--- src/rtl/core/lja_pkg.sv ---
`timescale 1ns / 1ps

package lja_pkg;

   // Data path and register port widths
   localparam int DATA_W         = 32;
   localparam int CSR_IDX_W      = 8;
   localparam int COUNT_BITS_DEF = 32;

   // Register reset values
   localparam logic [DATA_W-1:0] MULT_RESET = 32'h41C6_4E6D;
   localparam logic [DATA_W-1:0] INCR_RESET = 32'h0000_6073;

   // Register indexes
   localparam logic [CSR_IDX_W-1:0] REG_LCG_MULT = 8'd0;
   localparam logic [CSR_IDX_W-1:0] REG_LCG_INCR = 8'd1;

   // Sequencer states
   typedef enum logic [2:0] {
      ST_IDLE,
      ST_SEED,
      ST_ADD,
      ST_SQ,
      ST_OUT
   } lja_state_type;

   // Operand selection for the shared multiplier
   typedef enum logic [1:0] {
      OP_SEED,
      OP_ADD,
      OP_SQ
   } lja_op_type;

   // Control from the sequencer to the data path
   typedef struct packed {
      logic       load;
      lja_op_type op;
      logic       fwd;
      logic       wr_seed;
      logic       wr_add;
      logic       wr_mult;
   } lja_ctl_type;

endpackage

--- src/rtl/core/lja_mul.sv ---
`timescale 1ns / 1ps

module lja_mul (
   input  logic                      clock,
   input  logic [lja_pkg::DATA_W-1:0] op_a,
   input  logic [lja_pkg::DATA_W-1:0] op_b,
   output logic [lja_pkg::DATA_W-1:0] prod
);
   import lja_pkg::*;

   logic [DATA_W-1:0]   prod_in;
   logic [DATA_W-1:0]   prod_ff;

   // Keep the low word of the product: arithmetic wraps at the data width
   assign prod_in = op_a * op_b;

   always_ff @(posedge clock) begin
      prod_ff <= prod_in;
   end

   assign prod = prod_ff;

endmodule

--- src/rtl/core/lja_ctrl.sv ---
`timescale 1ns / 1ps

module lja_ctrl #(
   parameter int COUNT_BITS = lja_pkg::COUNT_BITS_DEF
) (
   input  logic                  clock,
   input  logic                  reset,
   input  logic                  req_valid,
   output logic                  req_ready,
   input  logic [COUNT_BITS-1:0] step_count,
   output logic                  rsp_valid,
   input  logic                  rsp_ready,
   output lja_pkg::lja_ctl_type  ctl
);
   import lja_pkg::*;

   localparam int BIT_W = (COUNT_BITS > 1) ? $clog2(COUNT_BITS) : 1;
   localparam logic [BIT_W-1:0] LAST_BIT = BIT_W'(COUNT_BITS - 1);

   lja_state_type         state_ff;
   lja_state_type         state_in;
   logic [COUNT_BITS-1:0] cnt_ff;
   logic [BIT_W-1:0]      bit_ff;
   logic                  last;

   assign last = (bit_ff == LAST_BIT);

   // Next state
   always_comb begin
      state_in = state_ff;
      unique case (state_ff)
         ST_IDLE: begin
            if (req_valid) state_in = ST_SEED;
         end
         ST_SEED: state_in = ST_ADD;
         ST_ADD: begin
            state_in = last ? ST_OUT : ST_SQ;
         end
         ST_SQ: state_in = ST_SEED;
         ST_OUT: begin
            if (rsp_ready) state_in = ST_IDLE;
         end
         default: state_in = ST_IDLE;
      endcase
   end

   // Outputs
   always_comb begin
      req_ready   = 1'b0;
      rsp_valid   = 1'b0;
      ctl.load    = 1'b0;
      ctl.op      = OP_SQ;
      ctl.fwd     = 1'b0;
      ctl.wr_seed = 1'b0;
      ctl.wr_add  = 1'b0;
      ctl.wr_mult = 1'b0;
      unique case (state_ff)
         ST_IDLE: begin
            req_ready = 1'b1;
            ctl.load  = req_valid;
         end
         ST_SEED: begin
            // squared multiplier is still in the product register after a square step
            ctl.op      = OP_SEED;
            ctl.fwd     = (bit_ff != '0);
            ctl.wr_mult = 1'b1;
         end
         ST_ADD: begin
            ctl.op      = OP_ADD;
            ctl.wr_seed = cnt_ff[0];
         end
         ST_SQ: begin
            ctl.op     = OP_SQ;
            ctl.wr_add = 1'b1;
         end
         ST_OUT: begin
            rsp_valid = 1'b1;
         end
         default: begin
            req_ready = 1'b0;
         end
      endcase
   end

   // State register
   always_ff @(posedge clock) begin
      if (reset) begin
         state_ff <= ST_IDLE;
      end else begin
         state_ff <= state_in;
      end
   end

   // Count bits and bit position: load on accept, advance after each square step
   always_ff @(posedge clock) begin
      if (ctl.load) begin
         cnt_ff <= step_count;
         bit_ff <= '0;
      end else if (state_ff == ST_SQ) begin
         cnt_ff <= cnt_ff >> 1;
         bit_ff <= bit_ff + 1'b1;
      end
   end

`ifndef SYNTHESIS
   a_load_starts: assert property (@(posedge clock) disable iff (reset)
      ctl.load |=> (state_ff == ST_SEED) && (bit_ff == '0))
      else $error("accepted item did not start at the lowest count bit");

   a_out_after_last: assert property (@(posedge clock) disable iff (reset)
      (state_ff == ST_OUT) |-> (bit_ff == LAST_BIT))
      else $error("result offered before the last count bit");

   a_no_square_past_last: assert property (@(posedge clock) disable iff (reset)
      (state_ff == ST_SQ) |-> (bit_ff != LAST_BIT))
      else $error("square step taken at the last count bit");

   a_one_write: assert property (@(posedge clock) disable iff (reset)
      $onehot0({ctl.load, ctl.wr_seed, ctl.wr_add, ctl.wr_mult}))
      else $error("more than one data path write in a cycle");
`endif

endmodule

--- src/rtl/core/lcg_jump_ahead_unit.sv ---
`timescale 1ns / 1ps
// Channel   Handshake              Payload
// req       req_valid/req_ready    req_start_seed[31:0], req_step_count[31:0]
// rsp       rsp_valid/rsp_ready    rsp_end_seed[31:0]
// csr       csr_valid/csr_ready    csr_index[7:0], csr_wdata[31:0]
//
// An item is worked one count bit at a time by one shared 32x32 multiplier
// doing up to three products per count bit.
// req_ready stays low from acceptance until the result has been taken, so one item at a time.
// The result holds in rsp_end_seed while rsp_ready is low.
// Synchronous reset loads the multiplier and increment defaults; csr_ready is always high.

module lcg_jump_ahead_unit #(
   parameter int COUNT_BITS = lja_pkg::COUNT_BITS_DEF
) (
   input  logic                         clock,
   input  logic                         reset,
   input  logic                         req_valid,
   output logic                         req_ready,
   input  logic [lja_pkg::DATA_W-1:0]    req_start_seed,
   input  logic [lja_pkg::DATA_W-1:0]    req_step_count,
   output logic                         rsp_valid,
   input  logic                         rsp_ready,
   output logic [lja_pkg::DATA_W-1:0]    rsp_end_seed,
   input  logic                         csr_valid,
   output logic                         csr_ready,
   input  logic [lja_pkg::CSR_IDX_W-1:0] csr_index,
   input  logic [lja_pkg::DATA_W-1:0]    csr_wdata
);
   import lja_pkg::*;

   lja_ctl_type       ctl;
   logic [DATA_W-1:0] lcg_mult_ff;
   logic [DATA_W-1:0] lcg_incr_ff;
   logic [DATA_W-1:0] seed_ff;
   logic [DATA_W-1:0] add_ff;
   logic [DATA_W-1:0] mult_ff;
   logic [DATA_W-1:0] mult_cur;
   logic [DATA_W-1:0] op_a;
   logic [DATA_W-1:0] op_b;
   logic [DATA_W-1:0] prod;

   // Configuration registers; unknown indexes are dropped
   assign csr_ready = 1'b1;

   always_ff @(posedge clock) begin
      if (reset) begin
         lcg_mult_ff <= MULT_RESET;
         lcg_incr_ff <= INCR_RESET;
      end else if (csr_valid) begin
         if (csr_index == REG_LCG_MULT) lcg_mult_ff <= csr_wdata;
         if (csr_index == REG_LCG_INCR) lcg_incr_ff <= csr_wdata;
      end
   end

   // Sequencer
   lja_ctrl #(
      .COUNT_BITS (COUNT_BITS)
   ) u_ctrl (
      .clock      (clock),
      .reset      (reset),
      .req_valid  (req_valid),
      .req_ready  (req_ready),
      .step_count (req_step_count[COUNT_BITS-1:0]),
      .rsp_valid  (rsp_valid),
      .rsp_ready  (rsp_ready),
      .ctl        (ctl)
   );

   // Current multiplier: take the fresh square straight from the product register
   assign mult_cur = ctl.fwd ? prod : mult_ff;

   // Select operands for the shared multiplier
   always_comb begin
      unique case (ctl.op)
         OP_SEED: begin
            op_a = seed_ff;
            op_b = mult_cur;
         end
         OP_ADD: begin
            op_a = add_ff;
            op_b = mult_ff + 1'b1;
         end
         OP_SQ: begin
            op_a = mult_ff;
            op_b = mult_ff;
         end
         default: begin
            op_a = mult_ff;
            op_b = mult_ff;
         end
      endcase
   end

   lja_mul u_mul (
      .clock (clock),
      .op_a  (op_a),
      .op_b  (op_b),
      .prod  (prod)
   );

   // Working seed and jump pair
   always_ff @(posedge clock) begin
      if (ctl.load) begin
         seed_ff <= req_start_seed;
         add_ff  <= lcg_incr_ff;
         mult_ff <= lcg_mult_ff;
      end else begin
         if (ctl.wr_seed) seed_ff <= prod + add_ff;
         if (ctl.wr_add)  add_ff  <= prod;
         if (ctl.wr_mult) mult_ff <= mult_cur;
      end
   end

   assign rsp_end_seed = seed_ff;

endmodule
--- config.mk ---
export PLATFORM = sky130hd
export DESIGN_NAME = lcg_jump_ahead_unit
export DESIGN_NICKNAME = d
export VERILOG_FILES = /design/src/rtl/core/lja_pkg.sv /design/src/rtl/core/lja_mul.sv /design/src/rtl/core/lja_ctrl.sv /design/src/rtl/core/lcg_jump_ahead_unit.sv
export SDC_FILE = /design/constraint.sdc
export NUM_CORES = 2
export LEC_CHECK = 0
export BUFFER_PORTS_ARGS = -buffer_cell sky130_fd_sc_hd__buf_4
export CAP_MARGIN = 20
export CORE_AREA = 3 3 269 271
export CTS_CLUSTER_DIAMETER = 60
export DETAILED_ROUTE_END_ITERATION = 10
export DIE_AREA = 0 0 272 274
export PLACE_DENSITY_LB_ADDON = 0.25
export SLEW_MARGIN = 5
export SYNTH_ARGS = -nofsm -noshare
export SYNTH_HDL_FRONTEND = slang
export SYNTH_SLANG_ARGS = --single-unit
--- constraint.sdc ---
create_clock -name clock -period 12.6 [get_ports clock]
set_input_delay 0 -clock clock [delete_from_list [all_inputs] [get_ports clock]]
set_output_delay 0 -clock clock [all_outputs]
set_load 0.005 [all_outputs]
==> run_summary.xml <==
<?xml version="1.0" encoding="UTF-8"?>
<metrics>
  <group name="status">
    <metric name="run_status" unit="">complete, no violations</metric>
  </group>
  <group name="worst_hold_path">
    <metric name="holdCritPathClass" unit="">primary input to register</metric>
  </group>
  <group name="route">
    <metric name="firstDrtPassIters" unit="">5</metric>
    <metric name="drt_first_iter_violations" unit="">2082</metric>
    <metric name="via_count" unit="">23719</metric>
    <metric name="antenna_left" unit="">0</metric>
    <metric name="drc_errors" unit="">0</metric>
    <metric name="avgRoutedWirePerCell" unit="um">22.33</metric>
    <metric name="route.final.wire_length" unit="um">97340</metric>
    <metric name="avgViaCountPerCell" unit="">5.441</metric>
  </group>
  <group name="worst_setup_path">
    <metric name="cp_required" unit="ns">13.09</metric>
    <metric name="crit_path_launch_type" unit="">register</metric>
    <metric name="worst_setup_path_end_kind" unit="">register</metric>
    <metric name="maximum_net_fanout_on_the_critical_path" unit="">50</metric>
    <metric name="crit_arrival" unit="ns">10.58</metric>
    <metric name="critical_path.max_stage_delay" unit="ns">0.69</metric>
    <metric name="category_of_the_critical_setup_timing_path" unit="">register to register</metric>
    <metric name="most_frequent_cell_on_the_critical_path" unit="">fa_1</metric>
    <metric name="worst_path_max_delay_cell" unit="">nor3b_4</metric>
  </group>
  <group name="synth">
    <metric name="synth-edff-count" unit="">128</metric>
    <metric name="syn_area" unit="um^2">27990</metric>
    <metric name="netlist.area_leader.share" unit="">0.2926</metric>
    <metric name="synth_nets" unit="">3904</metric>
    <metric name="mean_cell_area_of_the_mapped_netlist" unit="um^2">8.670</metric>
    <metric name="count_of_state_elements_after_synthesis" unit="">232</metric>
    <metric name="synth-async-reset-ratio" unit="">0</metric>
    <metric name="yosysSeqAreaShare" unit="">0.2117</metric>
    <metric name="synth_top_flop_cell" unit="">edfxtp_1</metric>
    <metric name="netlist_instances" unit="">3228</metric>
    <metric name="synthDistinctLibCells" unit="">87</metric>
    <metric name="synthDominantAreaCellType" unit="">fa_1</metric>
    <metric name="yosys-top-cells-area" unit="">fa_1 (29%), edfxtp_1 (14%), nand2_1 (8.6%)</metric>
    <metric name="synth.yosys.warnings" unit="">0</metric>
  </group>
  <group name="timing">
    <metric name="timing.max_slew.rel_slack" unit="">0.1197</metric>
    <metric name="setup_viol" unit="">0</metric>
    <metric name="fmax" unit="MHz">99.12</metric>
    <metric name="period_share" unit="">0.8007</metric>
    <metric name="post_route_minimum_period" unit="ns">10.09</metric>
    <metric name="final_max_slew_viol_count" unit="">0</metric>
    <metric name="rsz0062_at_grt" unit="">no</metric>
    <metric name="final_hold_viol_count" unit="">0</metric>
    <metric name="fin_worst_skew" unit="ns">0.01329</metric>
    <metric name="post-route-worst-setup-slack" unit="ns">2.511</metric>
    <metric name="worst_pin_slew" unit="ns">1.320</metric>
    <metric name="tns" unit="ns">0</metric>
  </group>
  <group name="grt">
    <metric name="gr-max-usage-layer" unit="">met2</metric>
    <metric name="grt.met2_usage" unit="">0.4173</metric>
    <metric name="grt_pass1_vias" unit="">24213</metric>
    <metric name="met3_demand_to_capacity_share_in_global_routing" unit="">0.03938</metric>
    <metric name="use_met1" unit="">0.3554</metric>
    <metric name="number_of_antenna_violations_at_the_first_check_in_global_routing" unit="">2</metric>
    <metric name="grt_usage" unit="">0.2627</metric>
    <metric name="globalRoute.totalOverflow" unit="">0</metric>
    <metric name="pin_count_of_the_biggest_net_entering_global_routing" unit="">90</metric>
    <metric name="grt_pass1_wl" unit="um">148500</metric>
  </group>
  <group name="floorplan">
    <metric name="die_width" unit="um">272</metric>
    <metric name="fp.coreArea" unit="um^2">70030</metric>
    <metric name="start_util" unit="">0.3996</metric>
    <metric name="total_die_area" unit="um^2">74530</metric>
    <metric name="rows" unit="">97</metric>
    <metric name="chipHeight" unit="um">274</metric>
    <metric name="io-pin-count" unit="">144</metric>
  </group>
  <group name="clocking">
    <metric name="ctsLongestPathBuffers" unit="">3</metric>
    <metric name="cts_tree" unit="">done</metric>
    <metric name="ctsHtreeMaxLevel" unit="">1</metric>
    <metric name="clkSlewWorstSetupHoldPaths" unit="ns">0.06</metric>
    <metric name="tritoncts.num_buffers" unit="">27</metric>
    <metric name="clock_sink_count" unit="">232</metric>
    <metric name="worstSkewPairLatency" unit="ns">0.57</metric>
    <metric name="clock-root-buffer" unit="">clkbuf_16</metric>
    <metric name="postCtsResizedCells" unit="">0</metric>
  </group>
  <group name="placement">
    <metric name="postPlaceCellArea" unit="um^2">30140</metric>
    <metric name="placed_cells_incl_taps" unit="">4197</metric>
    <metric name="gp_routability_congestion" unit="">0.9699</metric>
    <metric name="dpl_ws" unit="ns">2.588</metric>
    <metric name="place_hpwl" unit="um">73930</metric>
    <metric name="io_buffer_count" unit="">142</metric>
  </group>
  <group name="finish">
    <metric name="layout.nets" unit="">4071</metric>
    <metric name="area_of_the_multi_input_gates" unit="um^2">19910</metric>
    <metric name="layout.area.seq" unit="um^2">5926</metric>
    <metric name="fillerInstances" unit="">6857</metric>
    <metric name="post_layout_nonfiller_instances" unit="">4359</metric>
    <metric name="final_area" unit="um^2">32140</metric>
    <metric name="layout-drive-gt1-share" unit="">0.09397</metric>
    <metric name="syn_to_final_growth" unit="%">14.86</metric>
  </group>
  <group name="job">
    <metric name="drv_cap" unit="">0</metric>
  </group>
</metrics>
## state kept, by name, summed over array words and instances (netlist names)
register / cells
add_ff: 32
lcg_incr_ff: 32
lcg_mult_ff: 32
mult_ff: 32
rsp_end_seed: 32
u_ctrl.cnt_ff: 32
u_mul.prod: 32
u_ctrl.bit_ff: 5
u_ctrl.state_ff: 3
## critical path: cells and delay by family (launching register included)
kind / cells / cell delay (ns)
adder cells (fa/ha/maj): 9 / 3.78
AO/OA/AOI/OAI: 5 / 2.06
AND/OR/NAND/NOR: 6 / 1.99
buffers and inverters: 7 / 1.35
flip-flops: 1 / 0.59
XOR/XNOR: 1 / 0.17
## logic make-up after synthesis
group,after synthesis,share of synthesized area
flip-flops,232,0.2117
multiplexers,12,0.004337
other,1,0.0001340
AND/OR/NAND/NOR,1273,0.1965
AO/OA/AOI/OAI,424,0.1013
adder cells (fa/ha/maj),567,0.3632
XOR/XNOR,114,0.04060
buffers and inverters,605,0.08222
## final cells by class
type,instances,share of cell area
diodes,3,0.0002335
inverters,433,0.05056
clock buffers,34,0.02444
well taps,940,0.03659
repair buffers,310,0.08081
clock inverters,16,0.003698
multi-input cells,2391,0.6193
flip-flops and latches,232,0.1843
## path summary, 6_finish.rpt
| check | from | endpoint | slack (ns) | depth (start not counted) |
|---|---|---|---|---|
| worst max register to register | u_ctrl.state_ff[0] | u_mul.prod[30] | 2.51 | 28 |
| worst max-delay path | u_ctrl.state_ff[0] | u_mul.prod[30] | 2.51 | 28 |
| worst min-delay path | csr_index[4] | lcg_incr_ff[24] | 0.19 | 6 |
| worst min register to register | lcg_incr_ff[28] | lcg_incr_ff[28] | 0.45 | 2 |
## Yosys cell counts, types with 30 or more instances
cell type	instances
nand2_1	639
inv_1	433
fa_1	409
nor2_1	384
ha_1	158
a21oi_1	152
clkbuf_1	146
edfxtp_1	128
dfxtp_1	104
xnor2_1	73
o21ai_0	47
and3_1	35
a31oi_1	34
nand2b_1	32
xor2_1	31
a21o_1	30
## per-stage QoR
stage | util | hold slack (ns)
3_5_place_dp | 0.4305 | 0.2243
2_1_floorplan | - | 0.1208
4_1_cts | 0.4588 | 0.1498
6_report | 0.4590 | 0.1924
3_3_place_gp | 0.4303 | 0.2189
5_1_grt | 0.4589 | 0.2067
## layout by cell type (no fill, tap or decap), types with 12 or more instances in the layout
master / instances
nand2_1: 637
inv_1: 433
fa_1: 409
nor2_1: 382
buf_4: 202
ha_1: 158
a21oi_1: 151
edfxtp_1: 128
dlygate4sd3_1: 108
dfxtp_1: 104
xnor2_1: 73
o21ai_0: 46
and3_1: 35
a31oi_1: 34
nand2b_1: 32
xor2_1: 31
a21o_1: 30
clkbuf_16: 30
nand3_1: 26
or2_2: 26
a221o_1: 25
nand3b_1: 22
and2_1: 20
nor3_1: 19
a221oi_2: 15
a221oi_1: 13
nand4_1: 12
o21a_1: 12
nor2b_1: 12
## per-layer routing
metal | part of all wire | wire length (um)
met1 | 0.41 | 40230
met2 | 0.45 | 43870
met3 | 0.084 | 8136
met4 | 0.052 | 5092
met5 | 0.00013 | 13
## what timing repair did
item / in CTS / in global routing
buffers inserted: 0 / 0
hold buffers: 108 / 0
endpoints found under the hold margin: 131 / 0
Power is left out: the tool's default activity adds up to more than one toggle a clock period on the data nets, which glitch-free logic cannot reach.
